`src/tpa_pkg.sv`:
```
// Package: shared types, mode codes and helpers for the triangle primitive assembler.
`timescale 1ns / 1ps

package tpa_pkg;

    localparam int ATTR_WIDTH = 32;
    localparam int WORD_WIDTH = 32;
    localparam int ATTR_KEEP  = (ATTR_WIDTH < WORD_WIDTH) ? ATTR_WIDTH : WORD_WIDTH;

    localparam logic [3:0] TRI_LIST  = 4'd4;
    localparam logic [3:0] TRI_STRIP = 4'd5;
    localparam logic [3:0] TRI_FAN   = 4'd6;

    localparam logic [1:0] COUNT_MAX = 2'd3;
    localparam logic [1:0] LAST_BEAT = 2'd2;

    typedef logic [WORD_WIDTH-1:0] t_word;

    typedef struct packed {
        t_word      vertex_index;
        t_word      pos_x;
        t_word      pos_y;
        t_word      pos_z;
        t_word      norm_x;
        t_word      norm_y;
        t_word      norm_z;
        logic [3:0] draw_mode;
        logic       set_start;
    } t_in_beat;

    typedef struct packed {
        t_word out_index;
        t_word out_pos_x;
        t_word out_pos_y;
        t_word out_pos_z;
        t_word out_norm_x;
        t_word out_norm_y;
        t_word out_norm_z;
        logic  run_last;
    } t_out_beat;

    typedef struct packed {
        t_word idx;
        t_word px;
        t_word py;
        t_word pz;
        t_word nx;
        t_word ny;
        t_word nz;
    } t_vertex;

    typedef struct packed {
        t_vertex v0;
        t_vertex v1;
        t_vertex v2;
        logic    triple;
    } t_job;

    function automatic t_word attr_mask();
        logic [2*WORD_WIDTH-1:0] m;
        m = ({{WORD_WIDTH{1'b0}}, {WORD_WIDTH{1'b1}}}) >> (WORD_WIDTH - ATTR_KEEP);
        return m[WORD_WIDTH-1:0];
    endfunction

    function automatic t_out_beat to_beat(input t_vertex v, input logic last);
        t_out_beat b;
        b.out_index  = v.idx;
        b.out_pos_x  = v.px;
        b.out_pos_y  = v.py;
        b.out_pos_z  = v.pz;
        b.out_norm_x = v.nx;
        b.out_norm_y = v.ny;
        b.out_norm_z = v.nz;
        b.run_last   = last;
        return b;
    endfunction

endpackage

```
`src/tpa_front.sv`:
```
// Front end: accepts vertices, tracks set history and builds one job per supported vertex.
`timescale 1ns / 1ps

module tpa_front (
    input  logic              i_clk,
    input  logic              i_rst_n,
    input  logic              i_in_valid,
    output logic              o_in_stall,
    input  tpa_pkg::t_in_beat i_in_beat,
    input  logic              i_q_full,
    output logic              o_push,
    output tpa_pkg::t_job     o_job
);

    tpa_pkg::t_vertex r_older, n_older;
    tpa_pkg::t_vertex r_newer, n_newer;
    tpa_pkg::t_vertex r_centre, n_centre;
    logic [1:0]       r_count, n_count;
    logic             r_parity, n_parity;

    tpa_pkg::t_vertex cur;
    tpa_pkg::t_word   mask;
    logic             supported;
    logic             accept;
    logic [1:0]       pos;
    logic             par;
    tpa_pkg::t_vertex centre_use;

    assign o_in_stall = i_q_full;
    assign accept     = i_in_valid && !i_q_full;

    always_comb begin
        mask   = tpa_pkg::attr_mask();
        cur.idx = i_in_beat.vertex_index;
        cur.px  = i_in_beat.pos_x  & mask;
        cur.py  = i_in_beat.pos_y  & mask;
        cur.pz  = i_in_beat.pos_z  & mask;
        cur.nx  = i_in_beat.norm_x & mask;
        cur.ny  = i_in_beat.norm_y & mask;
        cur.nz  = i_in_beat.norm_z & mask;

        supported = (i_in_beat.draw_mode == tpa_pkg::TRI_LIST) ||
                    (i_in_beat.draw_mode == tpa_pkg::TRI_STRIP) ||
                    (i_in_beat.draw_mode == tpa_pkg::TRI_FAN);

        pos = i_in_beat.set_start ? 2'd0 : r_count;
        par = i_in_beat.set_start ? 1'b0 : r_parity;
        centre_use = (pos == 2'd0) ? cur : r_centre;

        o_push     = accept && supported;
        o_job.v2   = cur;
        o_job.triple = (i_in_beat.draw_mode != tpa_pkg::TRI_LIST) &&
                       (pos == tpa_pkg::COUNT_MAX);
        if (i_in_beat.draw_mode == tpa_pkg::TRI_STRIP) begin
            o_job.v0 = par ? r_newer : r_older;
            o_job.v1 = par ? r_older : r_newer;
        end else begin
            o_job.v0 = centre_use;
            o_job.v1 = r_newer;
        end

        n_older  = r_older;
        n_newer  = r_newer;
        n_centre = r_centre;
        n_count  = r_count;
        n_parity = r_parity;
        if (o_push) begin
            n_older  = r_newer;
            n_newer  = cur;
            n_centre = centre_use;
            n_count  = (pos == tpa_pkg::COUNT_MAX) ? tpa_pkg::COUNT_MAX : pos + 2'd1;
            n_parity = ~par;
        end
    end

    always_ff @(posedge i_clk) begin
        if (!i_rst_n) begin
            r_older  <= '0;
            r_newer  <= '0;
            r_centre <= '0;
            r_count  <= '0;
            r_parity <= 1'b0;
        end else begin
            r_older  <= n_older;
            r_newer  <= n_newer;
            r_centre <= n_centre;
            r_count  <= n_count;
            r_parity <= n_parity;
        end
    end

endmodule

```
`src/tpa_queue.sv`:
```
// Job queue: two-entry FIFO between the front end and the emitter.
`timescale 1ns / 1ps

module tpa_queue (
    input  logic          i_clk,
    input  logic          i_rst_n,
    input  logic          i_push,
    input  tpa_pkg::t_job i_job,
    output logic          o_full,
    input  logic          i_pop,
    output logic          o_nonempty,
    output tpa_pkg::t_job o_head
);

    tpa_pkg::t_job r_mem [2];
    logic          r_wr_ptr, n_wr_ptr;
    logic          r_rd_ptr, n_rd_ptr;
    logic [1:0]    r_count, n_count;
    logic          do_push;
    logic          do_pop;

    assign o_full     = (r_count == 2'd2);
    assign o_nonempty = (r_count != 2'd0);
    assign o_head     = r_mem[r_rd_ptr];
    assign do_push    = i_push && !o_full;
    assign do_pop     = i_pop && o_nonempty;

    always_comb begin
        n_wr_ptr = do_push ? ~r_wr_ptr : r_wr_ptr;
        n_rd_ptr = do_pop ? ~r_rd_ptr : r_rd_ptr;
        n_count  = r_count + {1'b0, do_push} - {1'b0, do_pop};
    end

    always_ff @(posedge i_clk) begin
        if (do_push) begin
            r_mem[r_wr_ptr] <= i_job;
        end
    end

    always_ff @(posedge i_clk) begin
        if (!i_rst_n) begin
            r_wr_ptr <= 1'b0;
            r_rd_ptr <= 1'b0;
            r_count  <= '0;
        end else begin
            r_wr_ptr <= n_wr_ptr;
            r_rd_ptr <= n_rd_ptr;
            r_count  <= n_count;
        end
    end

endmodule

```
`src/tpa_back.sv`:
```
// Emitter: walks each queued job out as one or three registered output beats.
`timescale 1ns / 1ps

module tpa_back (
    input  logic               i_clk,
    input  logic               i_rst_n,
    input  logic               i_nonempty,
    input  tpa_pkg::t_job      i_head,
    output logic               o_pop,
    output logic               o_out_valid,
    input  logic               i_out_stall,
    output tpa_pkg::t_out_beat o_out_beat
);

    logic               r_valid, n_valid;
    tpa_pkg::t_out_beat r_beat_data, n_beat_data;
    logic [1:0]         r_beat, n_beat;
    logic               advance;
    logic               load;
    logic               last;

    assign advance     = !r_valid || !i_out_stall;
    assign load        = advance && i_nonempty;
    assign last        = !i_head.triple || (r_beat == tpa_pkg::LAST_BEAT);
    assign o_pop       = load && last;
    assign o_out_valid = r_valid;
    assign o_out_beat  = r_beat_data;

    always_comb begin
        n_valid     = r_valid;
        n_beat_data = r_beat_data;
        n_beat      = r_beat;
        if (advance) begin
            n_valid = load;
        end
        if (load) begin
            if (!i_head.triple) begin
                n_beat_data = tpa_pkg::to_beat(i_head.v2, 1'b1);
            end else begin
                case (r_beat)
                    2'd0:    n_beat_data = tpa_pkg::to_beat(i_head.v0, 1'b0);
                    2'd1:    n_beat_data = tpa_pkg::to_beat(i_head.v1, 1'b0);
                    default: n_beat_data = tpa_pkg::to_beat(i_head.v2, 1'b1);
                endcase
            end
            n_beat = last ? 2'd0 : r_beat + 2'd1;
        end
    end

    always_ff @(posedge i_clk) begin
        r_beat_data <= n_beat_data;
    end

    always_ff @(posedge i_clk) begin
        if (!i_rst_n) begin
            r_valid <= 1'b0;
            r_beat  <= '0;
        end else begin
            r_valid <= n_valid;
            r_beat  <= n_beat;
        end
    end

endmodule

```
`src/triangle_primitive_assembler.sv`:
```
// Top level: triangle strip and fan to triangle-list vertex assembler.
//
// Input channel (i_in_valid / o_in_stall / i_in_beat) takes one vertex per beat
// with its draw mode and set-start flag. Output channel (o_out_valid /
// i_out_stall / o_out_beat) gives triangle-list vertices; run_last marks the
// final vertex produced for one input beat.
// Triangle-list vertices and the first three vertices of a strip or fan set
// give one output beat; later strip or fan vertices give three. Other modes
// give none and leave the history untouched.
// Each accepted supported vertex is registered in the job queue, and each
// output beat in the emitter. Throughput: one output beat per cycle while the
// receiver does not stall, so one input beat per cycle for single-beat
// vertices; a full triangle gives three output beats. A two-entry job queue
// lets the input side run ahead. Reset clears the history, count, parity,
// queue and output valid flag, not the output beat data. While the receiver
// stalls the output beat holds; the queue fills, then o_in_stall rises.
`timescale 1ns / 1ps

module triangle_primitive_assembler (
    input  logic               i_clk,
    input  logic               i_rst_n,
    input  logic               i_in_valid,
    output logic               o_in_stall,
    input  tpa_pkg::t_in_beat  i_in_beat,
    output logic               o_out_valid,
    input  logic               i_out_stall,
    output tpa_pkg::t_out_beat o_out_beat
);

    logic          push;
    logic          pop;
    logic          q_full;
    logic          q_nonempty;
    tpa_pkg::t_job job_in;
    tpa_pkg::t_job job_head;

    tpa_front u_front (
        .i_clk      (i_clk),
        .i_rst_n    (i_rst_n),
        .i_in_valid (i_in_valid),
        .o_in_stall (o_in_stall),
        .i_in_beat  (i_in_beat),
        .i_q_full   (q_full),
        .o_push     (push),
        .o_job      (job_in)
    );

    tpa_queue u_queue (
        .i_clk      (i_clk),
        .i_rst_n    (i_rst_n),
        .i_push     (push),
        .i_job      (job_in),
        .o_full     (q_full),
        .i_pop      (pop),
        .o_nonempty (q_nonempty),
        .o_head     (job_head)
    );

    tpa_back u_back (
        .i_clk       (i_clk),
        .i_rst_n     (i_rst_n),
        .i_nonempty  (q_nonempty),
        .i_head      (job_head),
        .o_pop       (pop),
        .o_out_valid (o_out_valid),
        .i_out_stall (i_out_stall),
        .o_out_beat  (o_out_beat)
    );

endmodule

```
`config.mk`:
```
export PLATFORM = sky130hd
export DESIGN_NAME = triangle_primitive_assembler
export DESIGN_NICKNAME = d
export VERILOG_FILES = /design/src/tpa_pkg.sv /design/src/tpa_front.sv /design/src/tpa_queue.sv /design/src/tpa_back.sv /design/src/triangle_primitive_assembler.sv
export SDC_FILE = /design/constraint.sdc
export NUM_CORES = 2
export LEC_CHECK = 0
export ABC_AREA = 0
export BUFFER_PORTS_ARGS = -buffer_cell sky130_fd_sc_hd__buf_2
export CORE_MARGIN = 1.5
export CORE_UTILIZATION = 55
export DETAILED_ROUTE_END_ITERATION = 7
export GPL_ROUTABILITY_DRIVEN = 0
export PLACE_DENSITY_LB_ADDON = 0.05
export SYNTH_ARGS = -nofsm -noshare
export SYNTH_HDL_FRONTEND = slang
export SYNTH_SLANG_ARGS = --single-unit
```
`constraint.sdc`:
```
create_clock -name i_clk -period 20.8 [get_ports i_clk]
set_input_delay 4.16 -clock i_clk [delete_from_list [all_inputs] [get_ports i_clk]]
set_output_delay 4.16 -clock i_clk [all_outputs]
set_load 0.005 [all_outputs]
```
==> flow_summary.yaml <==
worst_setup_path:
  critPathKind: "input pin to flip-flop"
  crit_fanout: 151
  cp.arrival_ns: 8.77
  path_cells: "buf_2 > nand2b_4 > buf_4 > buf_4 > buf_12 > nor3_2 > buf_12 > buf_4 > buf_4 > mux2i_1"
  cpMaxStageDelayCell: "buf_4"
  cp-end-kind: "flip-flop"
  crit_path_start_kind: "input pin"
  critPathRequiredTime_ns: 21.35
  slowest_delay_ns: 0.87
  cp_common_cell: "buf_4"
placed_design:
  hpwl_um: 130000
  portBuffers: 459
  dpl.cell_count: 9226
die:
  design.die.area_um2: 175000
  core_area_um2: 172000
  die_h_um: 418
  initial_core_util_pct: 55.3
  rows: 152
  die_x_um: 418
  io_pins: 460
detailed_routing:
  detail_route.wl_per_cell_um: 26.8
  dr.pass1.iters: 5
  dr.first_iter.drc_count: 4879
  dr_total_vias: 63100
  finalWirelength_um: 260000
  drc_errors: 0
  ant_nets: 0
  via_per_inst: 6.52
synthesis:
  yosysTopAreaCell: "edfxtp_1"
  synth_edf_count: 1571
  yosysUniqueCellTypes: 42
  syn_area_um2: 94900
  synth_fp_nets: 7340
  synth_top_cell_area_share_pct: 49.7
  synth.avg_cell_area_um2: 13.4
  ys.flop_type: "edfxtp_1"
  syn-instance-count: 7102
  async_flop_share_pct: 0
  yosys_register_bits: 2254
  seq_area_frac_synth_pct: 64.1
  yosysMostFrequentCell: "edfxtp_1"
  synth_common_cells: "edfxtp_1 (1571), mux2i_1 (1123), dfxtp_1 (683), clkbuf_1 (570), a21oi_1 (454)"
  synth_area_leaders: "edfxtp_1 (50%), dfxtp_1 (14%), mux2i_1 (12%), o31ai_1 (3.6%), nand4_1 (3.0%)"
  synth_warnings: 0
sta:
  whs_ns: 0.455
  skew_ns: 0.0278
  relSlewSlack_pct: 14.1
  drv_slew: 0
  rsz0062_at_grt: "no"
  hold_viol_final: 0
  setup-tns-final_ns: 0
  fmax_ghz: 0.122
  finalCritPeriodShare_pct: 39.5
  worst_pin_slew_ns: 1.29
  setup_viol: 0
  period_needed_ns: 8.22
cells_and_area:
  nFillCells: 13400
  syn_to_final_growth_pct: 11.6
  stdcell_count: 9674
  layout.nets: 7384
  drive_above_1_share_pct: 13.4
cts:
  clk_path_buf_depth: 3
  post-cts-setup-buffer-count: 0
  cts-htree-levels: 4
  cts_tree: "yes"
  cts-hold-fix-buffers: 0
  postCtsResizedCells: 0
  cts_root_buffer: "clkbuf_16"
  cts_made_buffers: 228
  clk_latency_ns: 0.86
  cts.sinks: 2254
  path_clk_slew_ns: 0.06
power_and_ir_drop:
  p_seq_share_pct: 45.8
  switchingPower_mw: 3.41
  combPwrFrac_pct: 18.6
  swShare_pct: 29.0
  power.clock.fraction_pct: 35.6
  cellPowerDensity_nw_per_um2: 111
  total_power_mw: 11.7
  ir_worst_vdd_v: 0.0000919
  p_int_mw: 8.33
  leakagePower_nw: 35.8
global_route:
  antenna_found_initial: 26
  grt_pass1_vias: 63300
  grt_max_degree: 172
  grt_overflow_total: 0
  track_usage_pct: 28.8
  grt_pass1_wl_um: 386000
hold_path:
  hp-class: "flip-flop to flip-flop"
run_status:
  status: "finished clean"
run:
  drv_cap: 0
-- worst max-delay path: cells and delay by family --
kind                   cells  cell delay, ns
muxes                      1            0.23
and+or+nand+nor            2            0.54
buffers and inverters      7            3.58
-- power groups by stage --
stage | logic, mW | registers, mW | clock network, mW
floorplan | 1.29 | 5.53 | 0
global placement | 2.15 | 5.46 | 0
detailed placement | 2.18 | 5.47 | 0
CTS | 2.19 | 5.38 | 4.24
global route | 2.33 | 5.40 | 4.41
finish | 2.18 | 5.37 | 4.18
-- cell families (layout without fill, tap and decap cells) --
kind of cell	after synthesis	count (layout)	synth area share, %
compound gates	1810	1810	13.1
buf+inv	764	1014	3.27
fa+ha+maj	5	5	0.0659
mux	1348	1348	14.5
flops	2254	2254	64.1
simple gates	919	919	4.88
other cells	0	12	0
xor+xnor	2	2	0.0185
-- final cells by class --
class                   instances  area (µm²)  area share (%)
multi-input cells            4084       31100            29.3
diodes                         12        30.0          0.0284
well taps                    2310        2890            2.73
clock buffers                 337        6620            6.25
flip-flops and latches       2254       60900            57.5
repair buffers                564        3320            3.14
clock inverters                99        1060            1.01
inverters                      14        82.6          0.0780
-- through the flow --
stage | worst slack [ns] | area (µm²) | util [%]
3_5_place_dp | 11.74 | 98200 | 57.2
5_1_grt | 12.45 | 106000 | 61.7
6_report | 12.58 | 106000 | 61.7
2_1_floorplan | 1.73 | 94900 | -
3_3_place_gp | 11.81 | 98200 | 57.2
4_1_cts | 12.65 | 106000 | 61.7
-- routing by layer --
metal	vias up	routed length, µm	track usage, %
li1	28100	-	-
met1	32300	105000	36.1
met2	2112	131000	50.1
met3	447	13800	3.54
met4	12	10000	12.7
met5	-	79	0
-- sequential cells by signal, summed over array words and instances (netlist names), named ones only --
register / count
u_queue.r_mem: 1346
u_back.o_out_beat: 225
u_back.r_beat: 2
u_front.r_count: 2
u_front.r_newer: 224
u_queue.r_rd_ptr: 1
u_front.r_centre: 224
u_front.r_older: 224
u_back.o_out_valid: 1
u_queue.r_count: 2
u_front.r_parity: 1
u_queue.r_wr_ptr: 1
-- final timing paths --
kind / start / endpoint / slack, ns / cells past startpoint
max: i_in_beat[4] / u_queue.r_mem[1][613]$_DFFE_PP_ / 12.58 / 10
min: u_front.r_centre[71]$_SDFFE_PN0N_ / u_front.r_centre[71]$_SDFFE_PN0N_ / 0.45 / 2
max reg2reg: u_back.r_beat[0]$_SDFFE_PN0N_ / u_back.o_out_beat[4]$_DFFE_PN_ / 15.45 / 8
min reg2reg: u_front.r_centre[71]$_SDFFE_PN0N_ / u_front.r_centre[71]$_SDFFE_PN0N_ / 0.45 / 2
-- cells in the final DEF (no fill, tap or decap), types with 4 or more instances in the layout --
master,count
a211o_1,224
a21oi_1,454
a221oi_1,224
a22oi_1,224
buf_12,18
buf_2,458
buf_4,87
bufinv_16,21
clkbuf_1,69
clkbuf_16,237
clkbuf_8,31
clkinv_1,32
clkinv_2,33
clkinv_8,4
clkinvlp_4,5
dfxtp_1,682
diode_2,12
edfxtp_1,1571
inv_1,10
inv_8,4
mux2_1,160
mux2_2,65
mux2i_1,1122
nand2_1,451
nand4_1,449
o21ai_0,224
o31ai_1,450
(Power assumes the default switching activity.)
